$ cat src/hw/rtl/cplc_pkg.sv
// ----------------------------------------------------------------------------
// cplc_pkg - shared types and constants of the clamped curve evaluator
// Beat layouts for the item and result channels, source codes, register map.
// ----------------------------------------------------------------------------
package cplc_pkg;

	// table geometry
	localparam int MAX_POINTS = 16;
	localparam int IDX_W      = $clog2(MAX_POINTS);
	localparam int CNT_W      = $clog2(MAX_POINTS + 1);

	// quotient bits produced by the divider (|quotient| <= |upper - lower| < 2^33)
	localparam int DIV_STEPS  = 33;
	localparam int STEP_W     = $clog2(DIV_STEPS);

	// item modes
	localparam logic MODE_LOAD  = 1'b0;
	localparam logic MODE_QUERY = 1'b1;

	// result source codes
	localparam logic [2:0] SRC_BASE   = 3'd0;
	localparam logic [2:0] SRC_FIRST  = 3'd1;
	localparam logic [2:0] SRC_LAST   = 3'd2;
	localparam logic [2:0] SRC_INTERP = 3'd3;
	localparam logic [2:0] SRC_ACK    = 3'd4;

	// configuration register indexes
	localparam logic [1:0] CFG_ENABLE = 2'd0;
	localparam logic [1:0] CFG_BASE   = 2'd1;
	localparam logic [1:0] CFG_COUNT  = 2'd2;

	typedef struct packed {
		logic               mode;
		logic [3:0]         point_index;
		logic signed [15:0] point_level;
		logic signed [31:0] point_value;
		logic signed [15:0] query_level;
	} item_t;

	typedef struct packed {
		logic signed [31:0] result_value;
		logic [2:0]         result_source;
	} result_t;

	// one table entry as held in the point memory
	typedef struct packed {
		logic signed [15:0] level;
		logic signed [31:0] value;
	} point_t;

endpackage

$ cat src/hw/rtl/clamped_piecewise_linear_curve.sv
// ----------------------------------------------------------------------------
// clamped_piecewise_linear_curve - clamped piecewise linear curve evaluator
// Point table in a synchronous RAM, slot scan, multiply and serial divide.
// ----------------------------------------------------------------------------
// Usage
//  Item channel (in_valid / in_stall / in_data): a load beat writes one curve
//  point into its slot and is answered with an ack beat (value 0, source 4);
//  a query beat evaluates the curve at query_level. Every item gives exactly
//  one result beat on the result channel (out_valid / out_stall / out_data).
//  Configuration (cfg_valid / cfg_ready / cfg_index / cfg_data) writes
//  curve_enabled, base_value and point_count; cfg_ready is always high and
//  writes are meant to land only while the block is idle.
// Sequencing
//  One item is in flight at a time. A load or a base value goes straight to
//  the result; a clamped result comes from the slot scan, an interpolated
//  one from the scan, a multiply state, a 33 step restoring divider and a
//  saturating fix-up state; the scan reads one slot per cycle from the RAM
//  port. The next item can be taken in the cycle in which out_valid rises.
// Reset
//  arst_n clears the control state and the configuration registers; the point table holds
//  no reset value and must be loaded before it is queried.
// Stall
//  The result sits in an output register; one further item is accepted and
//  worked on while it waits, and its result is held until the register frees.
// ----------------------------------------------------------------------------
module clamped_piecewise_linear_curve (
	input  logic             clk,
	input  logic             arst_n,
	// item channel
	input  logic             in_valid,
	output logic             in_stall,
	input  cplc_pkg::item_t  in_data,
	// result channel
	output logic             out_valid,
	input  logic             out_stall,
	output cplc_pkg::result_t out_data,
	// configuration write channel
	input  logic             cfg_valid,
	output logic             cfg_ready,
	input  logic [1:0]       cfg_index,
	input  logic [31:0]      cfg_data
);

	typedef enum logic [5:0] {
		ST_IDLE = 6'b000001,
		ST_SCAN = 6'b000010,
		ST_MUL  = 6'b000100,
		ST_DIV  = 6'b001000,
		ST_FIX  = 6'b010000,
		ST_DONE = 6'b100000
	} state_t;

	state_t state_q;

	// configuration registers
	logic                        enabled_q;
	logic signed [31:0]          base_q;
	logic [cplc_pkg::CNT_W-1:0]  count_q;

	// point memory and its registered read port
	cplc_pkg::point_t            pts_mem [cplc_pkg::MAX_POINTS];
	cplc_pkg::point_t            rd_q;
	logic [cplc_pkg::IDX_W-1:0]  rd_addr;

	// working registers of the current query
	logic signed [15:0]          q_q;
	logic [cplc_pkg::IDX_W-1:0]  cnt_q;
	cplc_pkg::point_t            prev_q;
	logic signed [32:0]          diff_q;
	logic [15:0]                 dq_q;
	logic [15:0]                 den_q;
	logic                        neg_q;
	logic [15:0]                 rem_q;
	logic [32:0]                 qr_q;
	logic [cplc_pkg::STEP_W-1:0] step_q;

	// pending result and the output register
	logic signed [31:0]          res_value_q;
	logic [2:0]                  res_src_q;
	logic                        out_valid_q;
	cplc_pkg::result_t           out_data_q;

	logic                        accept;
	logic                        load_wr;
	logic [cplc_pkg::CNT_W-1:0]  count_eff;
	logic [cplc_pkg::IDX_W-1:0]  last_idx;
	logic                        found;
	logic signed [32:0]          diff_d;
	logic [16:0]                 dq_d;
	logic [16:0]                 den_d;
	logic [32:0]                 diff_mag;
	logic [48:0]                 prod_d;
	logic [16:0]                 trial;
	logic                        trial_ge;
	logic [16:0]                 trial_sub;
	logic signed [34:0]          quo_d;
	logic signed [34:0]          sum_d;
	logic signed [31:0]          sat_d;
	logic                        out_free;

	assign cfg_ready = 1'b1;
	assign in_stall  = (state_q != ST_IDLE);
	assign accept    = in_valid && !in_stall;
	assign load_wr   = accept && (in_data.mode == cplc_pkg::MODE_LOAD) &&
	                   ({1'b0, in_data.point_index} < cplc_pkg::CNT_W'(cplc_pkg::MAX_POINTS));

	assign out_valid = out_valid_q;
	assign out_data  = out_data_q;
	assign out_free  = !out_valid_q || !out_stall;

	// counts above the table depth act as a full table
	assign count_eff = (count_q > cplc_pkg::CNT_W'(cplc_pkg::MAX_POINTS)) ?
	                   cplc_pkg::CNT_W'(cplc_pkg::MAX_POINTS) : count_q;
	assign last_idx  = cplc_pkg::IDX_W'(count_eff - 1'b1);

	// the scan reads slot 0 at acceptance, then the next slot each cycle
	assign rd_addr = (state_q == ST_SCAN) ? cplc_pkg::IDX_W'(cnt_q + 1'b1) : '0;

	// scan compare and interpolation operands
	assign found  = (rd_q.level >= q_q);
	assign diff_d = {rd_q.value[31], rd_q.value} - {prev_q.value[31], prev_q.value};
	assign dq_d   = {q_q[15], q_q} - {prev_q.level[15], prev_q.level};
	assign den_d  = {rd_q.level[15], rd_q.level} - {prev_q.level[15], prev_q.level};

	// |upper - lower| * (q - lo), below 2^48
	assign diff_mag = diff_q[32] ? 33'(-diff_q) : 33'(diff_q);
	assign prod_d   = {16'b0, diff_mag} * {33'b0, dq_q};

	// one restoring divide step; remainder stays below the divisor
	assign trial     = {rem_q, qr_q[32]};
	assign trial_ge  = (trial >= {1'b0, den_q});
	assign trial_sub = trial - {1'b0, den_q};

	// signed quotient, sum and saturation to 32 bits
	assign quo_d = neg_q ? -$signed({2'b0, qr_q}) : $signed({2'b0, qr_q});
	assign sum_d = {{3{prev_q.value[31]}}, prev_q.value} + quo_d;
	always_comb begin
		if (sum_d[34:31] == 4'b0000 || sum_d[34:31] == 4'b1111) begin
			sat_d = sum_d[31:0];
		end else if (sum_d[34]) begin
			sat_d = 32'sh8000_0000;
		end else begin
			sat_d = 32'sh7fff_ffff;
		end
	end

	// configuration writes
	always_ff @(posedge clk or negedge arst_n) begin
		if (!arst_n) begin
			enabled_q <= 1'b0;
			base_q    <= '0;
			count_q   <= '0;
		end else if (cfg_valid && cfg_ready) begin
			unique case (cfg_index)
				cplc_pkg::CFG_ENABLE: enabled_q <= cfg_data[0];
				cplc_pkg::CFG_BASE:   base_q    <= cfg_data;
				cplc_pkg::CFG_COUNT:  count_q   <= cfg_data[cplc_pkg::CNT_W-1:0];
				default: ;
			endcase
		end
	end

	// point memory: one write port, one read port with registered data
	always_ff @(posedge clk) begin
		if (load_wr) begin
			pts_mem[in_data.point_index] <= {in_data.point_level, in_data.point_value};
		end
		rd_q <= pts_mem[rd_addr];
	end

	// sequencer
	always_ff @(posedge clk or negedge arst_n) begin
		if (!arst_n) begin
			state_q <= ST_IDLE;
		end else begin
			unique case (state_q)
				ST_IDLE: begin
					if (accept) begin
						if (in_data.mode == cplc_pkg::MODE_QUERY && enabled_q &&
						    count_eff != '0) begin
							state_q <= ST_SCAN;
						end else begin
							state_q <= ST_DONE;
						end
					end
				end
				ST_SCAN: begin
					if (found) begin
						state_q <= (cnt_q == '0 || rd_q.level <= prev_q.level) ?
						           ST_DONE : ST_MUL;
					end else if (cnt_q == last_idx) begin
						state_q <= ST_DONE;
					end
				end
				ST_MUL:  state_q <= ST_DIV;
				ST_DIV:  if (step_q == '0) state_q <= ST_FIX;
				ST_FIX:  state_q <= ST_DONE;
				ST_DONE: if (out_free) state_q <= ST_IDLE;
				default: state_q <= ST_IDLE;
			endcase
		end
	end

	// datapath registers
	always_ff @(posedge clk) begin
		unique case (state_q)
			ST_IDLE: begin
				cnt_q <= '0;
				q_q   <= in_data.query_level;
				if (in_data.mode == cplc_pkg::MODE_LOAD) begin
					res_value_q <= '0;
					res_src_q   <= cplc_pkg::SRC_ACK;
				end else begin
					res_value_q <= base_q;
					res_src_q   <= cplc_pkg::SRC_BASE;
				end
			end
			ST_SCAN: begin
				if (found && cnt_q == '0) begin
					res_value_q <= rd_q.value;
					res_src_q   <= cplc_pkg::SRC_FIRST;
				end else if (found) begin
					// a level at or below the previous one falls back to the lower value
					res_value_q <= prev_q.value;
					res_src_q   <= cplc_pkg::SRC_INTERP;
					diff_q      <= diff_d;
					dq_q        <= dq_d[15:0];
					den_q       <= den_d[15:0];
				end else if (cnt_q == last_idx) begin
					res_value_q <= rd_q.value;
					res_src_q   <= cplc_pkg::SRC_LAST;
				end else begin
					prev_q <= rd_q;
					cnt_q  <= cnt_q + 1'b1;
				end
			end
			ST_MUL: begin
				neg_q  <= diff_q[32];
				rem_q  <= {1'b0, prod_d[47:33]};
				qr_q   <= prod_d[32:0];
				step_q <= cplc_pkg::STEP_W'(cplc_pkg::DIV_STEPS - 1);
			end
			ST_DIV: begin
				rem_q  <= trial_ge ? trial_sub[15:0] : trial[15:0];
				qr_q   <= {qr_q[31:0], trial_ge};
				step_q <= step_q - 1'b1;
			end
			ST_FIX: begin
				res_value_q <= sat_d;
			end
			ST_DONE: ;
			default: ;
		endcase
	end

	// output register
	always_ff @(posedge clk or negedge arst_n) begin
		if (!arst_n) begin
			out_valid_q <= 1'b0;
		end else if (state_q == ST_DONE && out_free) begin
			out_valid_q <= 1'b1;
		end else if (!out_stall) begin
			out_valid_q <= 1'b0;
		end
	end

	always_ff @(posedge clk) begin
		if (state_q == ST_DONE && out_free) begin
			out_data_q.result_value  <= res_value_q;
			out_data_q.result_source <= res_src_q;
		end
	end

endmodule

$ cat config.mk
export PLATFORM = sky130hd
export DESIGN_NAME = clamped_piecewise_linear_curve
export DESIGN_NICKNAME = d
export VERILOG_FILES = /design/src/hw/rtl/cplc_pkg.sv /design/src/hw/rtl/clamped_piecewise_linear_curve.sv
export SDC_FILE = /design/constraint.sdc
export NUM_CORES = 2
export LEC_CHECK = 0
export CORE_ASPECT_RATIO = 1.4
export CORE_MARGIN = 3
export CORE_UTILIZATION = 50
export DETAILED_ROUTE_END_ITERATION = 16
export DONT_BUFFER_PORTS = 1
export PLACE_DENSITY = 0.73
export SLEW_MARGIN = 20
export SYNTH_ARGS = -nofsm -noshare
export SYNTH_HDL_FRONTEND = slang
export SYNTH_SLANG_ARGS = --single-unit
$ cat constraint.sdc
create_clock -name clk -period 21.8 [get_ports clk]
set_clock_uncertainty 0.05 [all_clocks]
set_input_delay 4.36 -clock clk [delete_from_list [all_inputs] [get_ports clk]]
set_output_delay 4.36 -clock clk [all_outputs]
set_load 0.05 [all_outputs]
==> run_results.csv <==
group,metric,value,unit
drt,vias_per_cell,5.824,
die,start_util,50.64,%
worst_setup_path,start_kind,"flip-flop",
timing,setup_viol,0,
pwr,p_int,5406,µW
worst_setup_path,rr_worst_depth,27,
timing,relSlewSlack,29.00,%
clock_network,cts_hold_buf,0,
placed_design,dp_hpwl,112200,µm
worst_setup_path,r2r-end,"rem_q[6]$_DFFE_PP_",
pwr,p_per_area,125.0,nW/µm²
drt,wire_per_inst,22.66,µm
worst_setup_path,slowest_delay,0.81,ns
drt,drt_first_iter_violations,3262,
clock_network,clk_latency,0.71,ns
finish,syn2layout_area_growth,8.143,%
clock_network,numCtsBuffers,97,
global_route,antenna_found_initial,23,
timing,worstMarginPinSlew,1.060,ns
finish,final_nets,6240,
synthesis,seq_area_frac_synth,49.48,%
timing,hold_viol_final,0,
clock_network,path_clk_slew,0.07,ns
finish,fin_area,71970,µm²
min_path,min_path_type,"flip-flop to flip-flop",
synthesis,synth-xor-area-share,2.617,%
worst_setup_path,r2r_setup_slack,12.09,ns
worst_setup_path,critPathRequiredTime,22.21,ns
placed_design,place_area,68740,µm²
synthesis,synth_warnings,0,
drt,drt-total-wl,165200,µm
global_route,grt_max_degree,146,
job,maxCapViolations,0,
pwr,p_seq_share,31.4,%
synthesis,syn_area,66550,µm²
worst_setup_path,worstSetupPathType,"flip-flop to flip-flop",
pwr,power_switching_share,39.92,%
clock_network,clock-sinks,1120,
pwr,max-vdd-ir-drop,0.0001203,V
worst_setup_path,r2r_start,"diff_q[0]$_DFFE_PP_",
placed_design,dpl_worst_slack,12.17,ns
global_route,grt_pass1_vias,44050,
placed_design,io_buffers,0,
drt,drc_errors,0,
worst_setup_path,crit_fanout,18,
die,ioPinCount,146,
synthesis,synthMuxAreaShare,5.836,%
synthesis,syn_nets,6313,
pwr,p_switching,3593,µW
timing,setup_slack,12.09,ns
die,core,131400,µm²
synthesis,synth_seq_cells,1120,
synthesis,synth_simple_gate_area_share,10.40,%
timing,post-route-period-util,44.55,%
die,dieHeight,437.7,µm
pwr,p_leak,0.02759,µW
drt,first_pass_iters,5,
outcome,outcome,"complete, no violations",
global_route,grt_usage,24.01,%
timing,drv_slew,0,
clock_network,cts_resized,0,
worst_setup_path,cp-end-kind,"flip-flop",
worst_setup_path,critPathArrivalTime,10.12,ns
placed_design,place_congestion,0.8988,
drt,num_vias,42470,
synthesis,yosys_most_used_dff,"edfxtp_1",
synthesis,synth_compound_gate_area_share,8.919,%
die,rows,157,
synthesis,synth_edf_count,1027,
min_path,min_path_cells,0,
die,dieArea,137600,µm²
clock_network,cts_root_buf,"clkbuf_16",
clock_network,cts_setup_buffers,0,
pwr,pwr-share-comb,49.6,%
synthesis,synth_top_family_by_area,"adder cells",
pwr,pwr-share-clk,19.0,%
global_route,grt_first_pass_wirelength,253100,µm
synthesis,synth_cell_types,87,
die,die_x,314.3,µm
clock_network,h-tree-depth,3,
timing,fin_crit,9.711,ns
min_path,holdPathEnd,"out_data[15]$_DFFE_PP_",
timing,rsz0062_at_grt,"no",
worst_setup_path,crit_top_cell,"fa_1",
clock_network,cts_tree,"done",
drt,ant_nets,0,
min_path,min_from,"res_value_q[12]$_DFFE_PP_",
worst_setup_path,cpMaxStageDelayCell,"o31ai_1",
synthesis,synthCells,5515,
worst_setup_path,cpLargestDelayFamily,"adder cells",
timing,fmax,0.1030,GHz
worst_setup_path,crit_buf_inv,4,
timing,tns,0,ns
synthesis,synth_adder_area_share,17.89,%
finish,drive_above_1_share,7.206,%
synthesis,syn_area_per_cell,12.07,µm²
global_route,overflow,0,
clock_network,cts.path.max_buffers,3,
synthesis,async_reset_ff_share,4.018,%
## kinds of logic after synthesis
kind of cell    count (synthesis)
compound gates                888
xor+xnor                      198
buf+inv                       854
other cells                     1
fa+ha+maj                     690
flops                        1120
simple gates                 1441
mux                           323
## worst max path at each step
stage | from | slack (ns) | to | depth (start not counted)
after global placement | diff_q[0]$_DFFE_PP_ | 12.21 | rem_q[8]$_DFFE_PP_ | 28
after CTS | diff_q[0]$_DFFE_PP_ | 12.15 | rem_q[6]$_DFFE_PP_ | 28
after floorplan | in_valid | 13.15 | pts_mem[0][0]$_DFFE_PP_ | 4
after detailed placement | diff_q[0]$_DFFE_PP_ | 12.17 | rem_q[8]$_DFFE_PP_ | 28
after global routing | diff_q[0]$_DFFE_PP_ | 11.73 | rem_q[8]$_DFFE_PP_ | 28
final | diff_q[0]$_DFFE_PP_ | 12.09 | rem_q[6]$_DFFE_PP_ | 27
## placed cells by master, fill, tap and decap left out, drive strengths merged, types with 24 or more instances in the layout
| cell | n |
|---|---|
| o21a | 26 |
| nand3 | 33 |
| o21ai | 121 |
| mux2i | 235 |
| edfxtp | 1027 |
| a22oi | 32 |
| xor2 | 57 |
| a211oi | 184 |
| nor3 | 41 |
| mux4 | 48 |
| a31oi | 61 |
| clkinv | 40 |
| a21o | 54 |
| nor2b | 28 |
| nand2 | 667 |
| buf | 85 |
| mux2 | 40 |
| fa | 436 |
| nor2 | 187 |
| dfrtp | 44 |
| ha | 254 |
| dfxtp | 48 |
| a311oi | 50 |
| a21oi | 222 |
| or3 | 25 |
| clkbuf | 129 |
| nand2b | 24 |
| and2 | 333 |
| xnor2 | 141 |
| inv | 603 |
## flip-flops by register name, summed over array words and instances, names as in the netlist, 3 cells and up
name / count
prev_q: 48
q_q: 16
rd_q: 48
step_q: 6
pts_mem: 768
res_value_q: 32
cnt_q: 4
den_q: 16
diff_q: 33
state_q: 6
count_q: 5
res_src_q: 3
qr_q: 33
rem_q: 16
base_q: 32
out_data: 35
dq_q: 16
## cells in the mapped netlist (11+ instances only)
cell type     n  area [µm²]
nand3_1      33       165.2
edfxtp_1   1027       30840
xnor2_1     140        1226
dfrtp_1      44        1101
mux2i_1     235        2352
inv_1       593        2226
o31ai_1      20       150.1
nor3_1       40       200.2
a22oi_1      32       240.2
buf_2        16       80.08
ha_1        254        3178
xor2_1       57       499.2
a21o_1       54       405.4
and3_1       20       125.1
and2_1      333        2083
fa_1        436        8728
nor2_1      187       701.9
o21a_1       26       195.2
o21bai_1     14       105.1
mux2_2       40       450.4
nand4_1      20       125.1
o41ai_1      12       105.1
a31oi_1      61       381.6
a211oi_1    184        1381
mux4_2       48        1081
o21ai_0     117       585.6
buf_1        11       41.29
a21oi_1     222        1111
nand2_1     666        2500
clkbuf_1    229       859.6
a21boi_0     11       82.58
nand2b_1     23       143.9
a311oi_1     50       437.9
or3_1        25       156.4
nor2b_1      28       175.2
dfxtp_1      48       960.9
## worst reg2reg max path, delay by kind of cell (launching register included)
family / cells / cell delay, ns
fa+ha+maj: 8 / 3.59
compound gates: 8 / 2.98
buf+inv: 4 / 0.37
xor+xnor: 2 / 0.54
flops: 1 / 0.73
simple gates: 5 / 1.22
## through the flow
step                      util (%)  cells  hold WS, ns  total power, µW
after floorplan                  -   5515       0.3503             6097
after global placement       52.30   7092       0.3519             7213
after detailed placement     52.30   7092       0.3552             7295
after CTS                    54.73   7272       0.3696             9035
after global routing         54.73   7276       0.3806             9652
final                        54.76   7292       0.3682             8999
## cell type report
type / instances / area, µm²
well taps: 1749 / 2188
clock buffers: 129 / 2723
multi-input cells: 3541 / 30720
repair buffers: 85 / 650.6
diodes: 20 / 50.05
inverters: 597 / 2252
flip-flops and latches: 1120 / 32930
clock inverters: 51 / 459.2
fillers: 10650 / 59450
## power groups by stage
stage | sequential, µW | combinational [µW] | clock (µW)
after floorplan | 2810 | 3280 | 0
after global placement | 2860 | 4350 | 0
after detailed placement | 2860 | 4430 | 0
after CTS | 2820 | 4480 | 1740
after global routing | 2830 | 4990 | 1830
final | 2820 | 4470 | 1710
## metal layers
layer | track usage [%] | routed length (µm)
met2 | 42.76 | 85530
met3 | 5.305 | 11840
met5 | 0 | 82
met4 | 11.51 | 7980
met1 | 27.24 | 59790
Note: power is estimated with default switching activity, not from simulation.
